--- config.mk ---
export PLATFORM = sky130hd
export DESIGN_NAME = rig_entry_stage
export DESIGN_NICKNAME = d
export VERILOG_FILES = /design/src/hdl/rig_pkg.sv /design/src/hdl/rig_entry_stage.sv
export SDC_FILE = /design/constraint.sdc
export NUM_CORES = 1
export LEC_CHECK = 0
export ABC_AREA = 1
export ABC_CLOCK_PERIOD_IN_PS = 1400
export BUFFER_PORTS_ARGS = -buffer_cell sky130_fd_sc_hd__buf_2
export CORE_MARGIN = 1.5
export CORE_UTILIZATION = 57
export DETAILED_ROUTE_END_ITERATION = 16
export HOLD_SLACK_MARGIN = 0.1
export PLACE_DENSITY_LB_ADDON = 0.05
export SLEW_MARGIN = 20
export SYNTH_ARGS = -nofsm -noshare
export SYNTH_HDL_FRONTEND = slang
export SYNTH_SLANG_ARGS = --single-unit
--- constraint.sdc ---
create_clock -name clk -period 1.4 [get_ports clk]
set_input_delay 0.21 -clock clk [delete_from_list [all_inputs] [get_ports clk]]
set_output_delay 0.21 -clock clk [all_outputs]
set_load 0.02 [all_outputs]
--- src/hdl/rig_pkg.sv ---
// ----------------------------------------------------------------------------
// rig_pkg
// Shared widths, constants and the pipeline word type of the radical inverse
// generator.
// ----------------------------------------------------------------------------
package rig_pkg;

    localparam int unsigned IDX_W      = 32;
    localparam int unsigned FRAC_W     = 32;
    // base-3 digits of a 32-bit index: 3^20 < 2^32 <= 3^21
    localparam int unsigned NUM_DIGITS = 21;
    // q = (x * RECIP_3) >> RECIP_SHIFT is exact x / 3 for any 32-bit x
    localparam logic [IDX_W-1:0] RECIP_3     = 32'hAAAA_AAAB;
    localparam int unsigned      RECIP_SHIFT = 33;

    // base select carried in the func bit of a request word
    typedef enum logic {
        BASE_2 = 1'b0,
        BASE_3 = 1'b1
    } base_sel_t;

    typedef logic [IDX_W-1:0]  index_t;
    typedef logic [FRAC_W-1:0] frac_t;

    // one pipeline word: remaining index and the partial sample
    typedef struct packed {
        logic   valid;
        index_t idx;
        frac_t  acc;
    } stage_t;

endpackage

--- src/hdl/rig_entry_stage.sv ---
// ----------------------------------------------------------------------------
// rig_entry_stage
// Adds seed and offset, prepares the pipeline word for the selected base.
// ----------------------------------------------------------------------------
module rig_entry_stage
(
    input  logic            clk,
    input  logic            rst_n,
    input  logic            adv,
    input  logic            in_valid,
    input  logic            func,
    input  rig_pkg::index_t offset,
    input  rig_pkg::index_t seed,
    output rig_pkg::stage_t out_word
);

    logic             valid_reg;
    rig_pkg::index_t  idx_reg;
    rig_pkg::frac_t   acc_reg;
    rig_pkg::index_t  sum;
    rig_pkg::frac_t   rev;
    rig_pkg::index_t  idx_next;
    rig_pkg::frac_t   acc_next;

    assign sum = seed + offset;

    // base 2: mirror the index about the binary point
    always_comb
    begin
        rev = '0;
        for (int j = 0; j < int'(rig_pkg::FRAC_W) && j < int'(rig_pkg::IDX_W); j++)
        begin
            rev[rig_pkg::FRAC_W-1-j] = sum[j];
        end
    end

    // base 2 words carry a zero index so the digit stages leave them alone
    always_comb
    begin
        if (func == rig_pkg::BASE_3)
        begin
            idx_next = sum;
            acc_next = '0;
        end
        else
        begin
            idx_next = '0;
            acc_next = rev;
        end
    end

    always_ff @(posedge clk or negedge rst_n)
    begin
        if (!rst_n)
        begin
            valid_reg <= 1'b0;
        end
        else if (adv)
        begin
            valid_reg <= in_valid;
        end
    end

    always_ff @(posedge clk)
    begin
        if (adv)
        begin
            idx_reg <= idx_next;
            acc_reg <= acc_next;
        end
    end

    assign out_word.valid = valid_reg;
    assign out_word.idx   = idx_reg;
    assign out_word.acc   = acc_reg;

endmodule

==> impl_metrics.py, run 1 <==
metrics = {
    "place": {
        "port_buffers": 133,
        "postPlaceCellArea_um2": 6220,
        "dpl.cell_count": 907,
        "post_detailed_placement_half_perimeter_wirelength_um": 11200,
        "gpl.final_weighted_congestion": 0.889,
        "post-place-ws_ps": -559,
    },
    "floorplan": {
        "num_io_pins": 134,
        "die_w_um": 93,
        "die_h_um": 93,
        "initial_utilization_pct": 59.4,
        "placementRows": 32,
    },
    "yosys": {
        "ys_seq_elements": 65,
        "synth_commonest_cells": "221 x sky130_fd_sc_hd__nand2_1, 112 x sky130_fd_sc_hd__inv_1, 100 x sky130_fd_sc_hd__nor2_1",
        "synth_seq_area_share_pct": 42.2,
        "mappedNetlistArea_um2": 4620,
        "yosys_most_used_dff": "sky130_fd_sc_hd__edfxtp_1",
        "postSynthNetCount": 733,
        "main_area_contributors_after_synthesis": "sky130_fd_sc_hd__edfxtp_1 42%, sky130_fd_sc_hd__nand2_1 18%, sky130_fd_sc_hd__inv_1 9.1%",
        "async_set_or_reset_flop_fraction_in_the_synthesized_netlist_pct": 1.54,
        "area_leader_netlist": "sky130_fd_sc_hd__edfxtp_1",
        "synth_top_cell_area_share_pct": 41.6,
        "post-synth-top-count-cell": "sky130_fd_sc_hd__nand2_1",
        "mean_instance_size_in_the_synthesized_netlist_um2": 7.31,
        "yosys_warnings": 0,
        "yosysUniqueCellTypes": 24,
        "synthesis.instances": 632,
        "edff_count_synth": 64,
    },
    "status": {
        "error": "[ERROR DPL-0038] Utilization greater than 100%, impossible to legalize",
        "outcome": "did not finish",
        "lastStage": "5_1_grt",
    },
    "clock_tree": {
        "cts_inserted_buffers": 9,
        "clkSinkCount": 65,
        "cts_buffer_depth": 2,
        "clock-root-buffer": "sky130_fd_sc_hd__clkbuf_8",
        "cts_h_tree_depth": 3,
    },
    "global_routing": {
        "grt_start_max_net_pins": 22,
    },
    "sta": {
        "worst_endpoint_left_by_the_global_route_repair_timing_run": "acc_reg[19]$_SDFFCE_PP0P_/D",
        "worstEndpointType": "register data pin",
    },
}
[repair_timing]
item / 4_1_cts
resized for setup: 90
hold endpoints to repair: 1
hold buffers: 1
buffers inserted: 10
gates cloned: 0
pin swaps: 35
endpoints found under the setup margin: 38
[per-stage QoR]
step,hold slack (ps),TNS (ps)
floorplan,-85.6,-5030
global placement,-15.6,-18810
detailed placement,-12.2,-22680
CTS,122,-3470
[cell families after synthesis]
kind of cell | count (synthesis) | synth area share [%]
AOI/OAI and AO/OA | 23 | 2.74
DFF | 65 | 42.2
xor gates and xnor gates | 16 | 3.04
buffers and inverters | 120 | 9.84
muxes | 1 | 0.244
and+or+nand+nor | 375 | 33.1
adders and majority gates | 32 | 8.83
==> run 2: changes to the inputs <==
CORE_UTILIZATION = 40   (was 57)
HOLD_SLACK_MARGIN = not set   (was 0.1)
PLACE_DENSITY_LB_ADDON = 0.15   (was 0.05)
==> run 2 against run 1 <==
Net effect:
- the flow now finishes, with violations (negative setup slack)
- area after synthesis is the same
- synthesized cell count is the same
==> impl_metrics.py, run 2 <==
metrics = {
    "status": {
        "outcome": "finished with violations",
        "failed_checks": "negative setup slack",
    },
    "sta": {
        "final-max-slew-violation-count": 0,
        "finalClockSkew_ps": 0,
        "max_freq_ghz": 0.644,
        "rsz_0062_raised_after_global_routing": "yes",
        "layout_worst_path_cycle_share_pct": 111,
        "fin_hold_ws_ps": 123,
        "worst-slew-pin-transition_ps": 371,
        "layout_min_cycle_time_ps": 1550,
        "setup_viol": 37,
        "layout_setup_ws_ps": -153,
        "final_hold_viol_count": 0,
        "maxSlewHeadroom_pct": 75.3,
    },
    "floorplan": {
        "num_io_pins": 134,
        "core-area_um2": 11300,
        "die_h_um": 110,
        "placementRows": 39,
        "dieArea_um2": 12200,
        "initial_utilization_pct": 40.8,
        "die_w_um": 110,
    },
    "critical_path": {
        "critical_path_start_type": "input pin",
        "critical-path-slowest-cell": "sky130_fd_sc_hd__fa_2",
        "critPathArrivalTime_ps": 1620,
        "worst-path-buf-inv": 1,
        "crit_type": "input pin to flip-flop",
        "crit_required_ps": 1460,
        "gate_family_responsible_for_the_most_delay_along_the_worst_path": "simple AND/OR/NAND/NOR gates",
        "critPathCaptureType": "flip-flop",
        "timing.critical_path.cells": "buf_6 -> ha_4 -> fa_2 -> nand3_2 -> nand3_2 -> nand2_2 -> nand2_4 -> nand3_1 -> nand4_1 -> nand2_2 -> nor2_1",
        "timing.critical_path.fanout_max": 4,
        "critical_path.max_stage_delay_ps": 390,
    },
    "yosys": {
        "yosysUniqueCellTypes": 24,
        "postSynthNetCount": 733,
        "area_leader_netlist": "sky130_fd_sc_hd__edfxtp_1",
        "main_area_contributors_after_synthesis": "sky130_fd_sc_hd__edfxtp_1 42%, sky130_fd_sc_hd__nand2_1 18%, sky130_fd_sc_hd__inv_1 9.1%",
        "post-synth-top-count-cell": "sky130_fd_sc_hd__nand2_1",
        "mean_instance_size_in_the_synthesized_netlist_um2": 7.31,
        "edff_count_synth": 64,
        "ys_seq_elements": 65,
        "async_set_or_reset_flop_fraction_in_the_synthesized_netlist_pct": 1.54,
        "synth_seq_area_share_pct": 42.2,
        "yosys_most_used_dff": "sky130_fd_sc_hd__edfxtp_1",
        "synthesis.instances": 632,
        "yosys_warnings": 0,
        "mappedNetlistArea_um2": 4620,
        "synth_commonest_cells": "221 x sky130_fd_sc_hd__nand2_1, 112 x sky130_fd_sc_hd__inv_1, 100 x sky130_fd_sc_hd__nor2_1",
        "synth_top_cell_area_share_pct": 41.6,
    },
    "power_and_ir_drop": {
        "cellPowerDensity_nw_per_um2": 967,
        "comb_power_share_pct": 39.1,
        "irDropWorstVdd_v": 0.00124,
        "cell_internal_pwr_w": 0.00488,
        "p_leak_nw": 3.70,
        "pwr-share-clk_pct": 26.7,
        "swShare_pct": 32.8,
        "p_seq_share_pct": 34.2,
        "total_switching_power_w": 0.00238,
    },
    "drt": {
        "firstDrtPassIters": 4,
        "route.vias.total": 4548,
        "route.detailed.wl_per_inst_um": 13.3,
        "detail-route-antenna-nets": 0,
        "drt_wl_total_um": 13000,
        "drt-initial-drc-count": 168,
        "route.detailed.drc": 0,
        "vias_per_cell": 4.65,
    },
    "global_routing": {
        "first_global_vias": 4193,
        "grt_antenna_before_repair": 0,
        "global_route.overflow_total": 0,
        "wire_length_of_the_first_global_routing_pass_um": 19900,
        "grt_start_max_net_pins": 65,
        "groute.usage.overall_pct": 20.3,
    },
    "clock_tree": {
        "cts_h_tree_depth": 3,
        "cts_buffer_depth": 2,
        "insertion_delay_ps": 320,
        "tritoncts": "done",
        "cts_inserted_buffers": 9,
        "clkSinkCount": 65,
        "cts.clk_slew.worst_paths_ps": 50,
        "clock-root-buffer": "sky130_fd_sc_hd__clkbuf_16",
    },
    "layout": {
        "most-common-layout-cells": "134 x sky130_fd_sc_hd__nand2_1, 112 x sky130_fd_sc_hd__buf_2, 101 x sky130_fd_sc_hd__inv_1",
        "drive_gt1_share_pct": 50.5,
        "n_diodes": 0,
        "finalNonFillerCells": 978,
        "synthToLayoutAreaGrowth_pct": 62.6,
        "leading_cell_type_in_the_layout_fill_and_taps_excluded": "sky130_fd_sc_hd__nand2_1",
        "design.final.nets": 931,
    },
    "run": {
        "drv_cap": 0,
    },
    "place": {
        "port_buffers": 133,
        "dpl.cell_count": 945,
        "post_detailed_placement_half_perimeter_wirelength_um": 9920,
        "gpl.final_weighted_congestion": 0.796,
    },
    "worst_hold_path": {
        "timing.hold.worst.class": "input pin to flip-flop",
    },
}
-- run 2: cell counts after synthesis --
Identical to the previous run, type by type.
-- run 2: what timing repair did --
item / in CTS / in global routing
gates cloned: 0 / 0
pin swaps: 41 / 79
setup endpoints to repair: 41 / 54
setup buffers: 9 / 7
resized for setup: 90 / 124
hold buffers: 1 / 0
endpoints found under the hold margin: 1 / 0
-- run 2: area by class of cell --
| class | count | area, um2 |
|---|---|---|
| Multi-Input combinational cell | 447 | 3370 |
| Sequential cell | 65 | 1950 |
| Tap cell | 143 | 179 |
| Clock buffer | 15 | 258 |
| Fill cell | 970 | 3810 |
| Clock inverter | 1 | 5.00 |
| Inverter | 112 | 423 |
| Timing Repair Buffer | 195 | 1320 |
-- run 2: final timing paths --
path                                       start                        to  slack (ps)  cells after the start
max                                      seed[0]  acc_reg[7]$_SDFFCE_PP0P_        -150                     11
min                                     in_valid     valid_reg$_DFFE_PN0P_         120                      2
max reg2reg                valid_reg$_DFFE_PN0P_     valid_reg$_DFFE_PN0P_         670                      1
min reg2reg                valid_reg$_DFFE_PN0P_     valid_reg$_DFFE_PN0P_         500                      1
min in group asynchronous                  rst_n     valid_reg$_DFFE_PN0P_         210                      2
max in group asynchronous                  rst_n     valid_reg$_DFFE_PN0P_        1110                      2
-- run 2: logic make-up (layout without fill, tap and decap cells) --
group	count (synthesis)	count (layout)	share of synthesized area, %
adder cells (fa/ha/maj)	32	32	8.83
AND/OR/NAND/NOR	375	375	33.1
AO/OA/AOI/OAI	23	23	2.74
XOR/XNOR	16	16	3.04
multiplexers	1	1	0.244
buffers and inverters	120	323	9.84
flip-flops	65	65	42.2
-- run 2: per-layer routing --
layer | wire, um | vias to the layer above | global-route usage (%) | share of wire, %
met1 | 6050 | 2051 | 28.1 | 47
met3 | 628 | 13 | 3.13 | 4.8
met5 | 0 | - | 0 | 0
li1 | - | 2358 | - | -
met4 | 176 | 0 | 5.90 | 1.4
met2 | 6100 | 126 | 33.0 | 47
-- run 2: stage by stage --
| stage | util, % | power [W] | setup TNS, ps | instance area (um2) | setup slack (ps) |
|---|---|---|---|---|---|
| 2_1_floorplan | - | 0.00394 | -5030 | 5060 | -271 |
| 3_3_place_gp | 55.1 | 0.00478 | -20730 | 6230 | -463 |
| 3_5_place_dp | 55.1 | 0.00482 | -21940 | 6230 | -492 |
| 4_1_cts | 61.6 | 0.00700 | -1030 | 6970 | -94.7 |
| 5_1_grt | 66.3 | 0.00764 | -5440 | 7510 | -206 |
| 6_report | 66.3 | 0.00726 | -2620 | 7510 | -153 |
-- run 2: power groups by stage --
stage                     combinational [W]  clock [W]  sequential (W)
after floorplan                     0.00113          0         0.00282
after global placement              0.00226          0         0.00252
after detailed placement            0.00229          0         0.00253
after CTS                           0.00255    0.00195         0.00249
after global routing                0.00307    0.00206         0.00250
final                               0.00284    0.00194         0.00249
(Power assumes the default switching activity.)
==> run 3: changes to the inputs <==
RECOVER_POWER = 25   (was not set)
==> run 3 against run 2 <==
Net effect:
- the run still ends with negative setup slack left
- die area stayed put
- critical path depth stayed put
- clock power hardly changed
- routed wire length hardly changed
- flip-flop and latch count stayed put
- sequential power hardly changed
- core utilization is 0.12 points lower
- power hardly changed
- largest power group unchanged
- sequential share of layout area hardly changed
==> impl_metrics.py, run 3 (same netlist as run 2, synthesis figures left out) <==
metrics = {
    "floorplan": {
        "placementRows": 39,
        "num_io_pins": 134,
        "die_w_um": 110,
        "dieArea_um2": 12200,
        "core-area_um2": 11300,
        "die_h_um": 110,
        "initial_utilization_pct": 40.8,
    },
    "clock_tree": {
        "cts.clk_slew.worst_paths_ps": 50,
        "clock-root-buffer": "sky130_fd_sc_hd__clkbuf_16",
        "tritoncts": "done",
        "cts_buffer_depth": 2,
        "insertion_delay_ps": 320,
        "clkSinkCount": 65,
        "cts_h_tree_depth": 3,
        "cts_inserted_buffers": 9,
    },
    "critical_path": {
        "critPathCaptureType": "flip-flop",
        "critPathArrivalTime_ps": 1620,
        "critical_path_start_type": "input pin",
        "critical-path-slowest-cell": "sky130_fd_sc_hd__fa_2",
        "timing.critical_path.fanout_max": 4,
        "critical_path.reg2reg.startpoint": "valid_reg$_DFFE_PN0P_",
        "critical_path.max_stage_delay_ps": 390,
        "worst-r2r-cell-count": 1,
        "regToRegSetupSlack_ps": 670,
        "setup.worst_path.start": "seed[0]",
        "crit_type": "input pin to flip-flop",
        "rr_endpoint": "valid_reg$_DFFE_PN0P_",
        "timing.critical_path.cells": "buf_6 -> ha_4 -> fa_2 -> nand3_2 -> nand3_2 -> nand2_2 -> nand2_4 -> nand3_1 -> nand4_1 -> nand2_2 -> nor2_1",
        "timing.critical_path.to": "acc_reg[7]$_SDFFCE_PP0P_",
        "crit_required_ps": 1460,
    },
    "place": {
        "post-place-ws_ps": -492,
        "port_buffers": 133,
        "post_detailed_placement_half_perimeter_wirelength_um": 9920,
        "gpl.final_weighted_congestion": 0.796,
    },
    "power_and_ir_drop": {
        "report.power.total_w": 0.00726,
        "p_leak_nw": 3.69,
        "cellPowerDensity_nw_per_um2": 969,
        "irDropWorstVdd_v": 0.00124,
    },
    "drt": {
        "route.detailed.wl_per_inst_um": 13.3,
        "firstDrtPassIters": 4,
        "drt_wl_total_um": 13000,
        "route.detailed.drc": 0,
        "route.vias.total": 4554,
        "vias_per_cell": 4.66,
        "detail-route-antenna-nets": 0,
        "drt-initial-drc-count": 170,
    },
    "sta": {
        "layout_setup_ws_ps": -153,
        "max_freq_ghz": 0.644,
        "layout_min_cycle_time_ps": 1550,
        "worst-slew-pin-transition_ps": 816,
        "setup_viol": 37,
        "finalSetupTns_ps": -2620,
        "final_hold_viol_count": 0,
        "layout_worst_path_cycle_share_pct": 111,
        "finalClockSkew_ps": 0,
        "maxSlewHeadroom_pct": 45.6,
        "final-max-slew-violation-count": 0,
        "rsz_0062_raised_after_global_routing": "yes",
    },
    "worst_hold_path": {
        "timing.hold.worst.class": "input pin to flip-flop",
        "timing.hold.worst_path_depth": 2,
    },
    "layout": {
        "synthToLayoutAreaGrowth_pct": 62.3,
        "drive_gt1_share_pct": 50.4,
        "finalCoreUtilization_pct": 66.2,
        "design.final.nets": 931,
        "n_diodes": 0,
        "leading_cell_type_in_the_layout_fill_and_taps_excluded": "sky130_fd_sc_hd__nand2_1",
        "most-common-layout-cells": "134 x sky130_fd_sc_hd__nand2_1, 111 x sky130_fd_sc_hd__buf_2, 101 x sky130_fd_sc_hd__inv_1",
        "final.fill_count": 973,
    },
    "global_routing": {
        "grt_start_max_net_pins": 65,
        "global_route.overflow_total": 0,
        "first_global_vias": 4193,
        "wire_length_of_the_first_global_routing_pass_um": 19900,
        "grt_antenna_before_repair": 0,
        "groute.usage.overall_pct": 20.3,
    },
    "run": {
        "drv_cap": 0,
    },
    "status": {
        "failed_checks": "negative setup slack",
        "outcome": "finished with violations",
    },
}
-- run 3: cell count changes in the layout (fill, tap and decap cells not counted), sizes merged --
cell / delta
buf: -2
clkbuf: +2
-- run 3: through the flow --
| step | instance area (um2) | cells | hold WS (ps) |
|---|---|---|---|
| 3_3_place_gp | 6230 | 945 | -16.0 |
| 3_5_place_dp | 6230 | 945 | -14.3 |
| 5_1_grt | 7490 | 978 | 130 |
| 6_report | 7490 | 978 | 123 |
| 4_1_cts | 6970 | 971 | 115 |
| 2_1_floorplan | 5060 | 632 | -85.6 |
-- run 3: cell type report --
type	count	area (um2)	share of cell area [%]
inverter	112	423	5.64
clock inverter	1	5.00	0.0668
tap	143	179	2.39
timing repair buffer	195	1310	17.5
clock buffer	15	258	3.44
multi-input combinational	447	3370	45.0
sequential	65	1950	26.0
-- run 3: power breakdown --
group          switching [W]  internal, W
Clock               0.000698      0.00124
Sequential         0.0000579      0.00243
Combinational        0.00163      0.00121
-- run 3: repair_timing --
action / in CTS / in global routing
buffers inserted: 9 / 7
cloned: 0 / 0
endpoints found under the hold margin: 1 / 0
resized for setup: 90 / 124
pin swaps: 41 / 79
hold buffers: 1 / 0
endpoints found under the setup margin: 41 / 54
-- run 3: critical path, delay by kind of cell --
family | cells | cell delay (ps)
buffers and inverters | 1 | 100
adder cells (fa/ha/maj) | 2 | 560
AND/OR/NAND/NOR | 8 | 740
-- run 3: per-layer routing --
metal	up-vias	global-route usage, %	share of wire, %
li1	2359	-	-
met1	2055	28.1	47
met2	127	33.0	47
met3	13	3.13	4.9
met4	0	5.90	1.4
met5	-	0	0
-- run 3: worst min-delay path by stage --
stage / end / startpoint / slack, ps
after floorplan: valid_reg$_DFFE_PN0P_ / rst_n / -90
after global placement: valid_reg$_DFFE_PN0P_ / rst_n / -20
after detailed placement: valid_reg$_DFFE_PN0P_ / rst_n / -10
after CTS: valid_reg$_DFFE_PN0P_ / in_valid / 120
after global routing: valid_reg$_DFFE_PN0P_ / in_valid / 130
final: valid_reg$_DFFE_PN0P_ / in_valid / 120
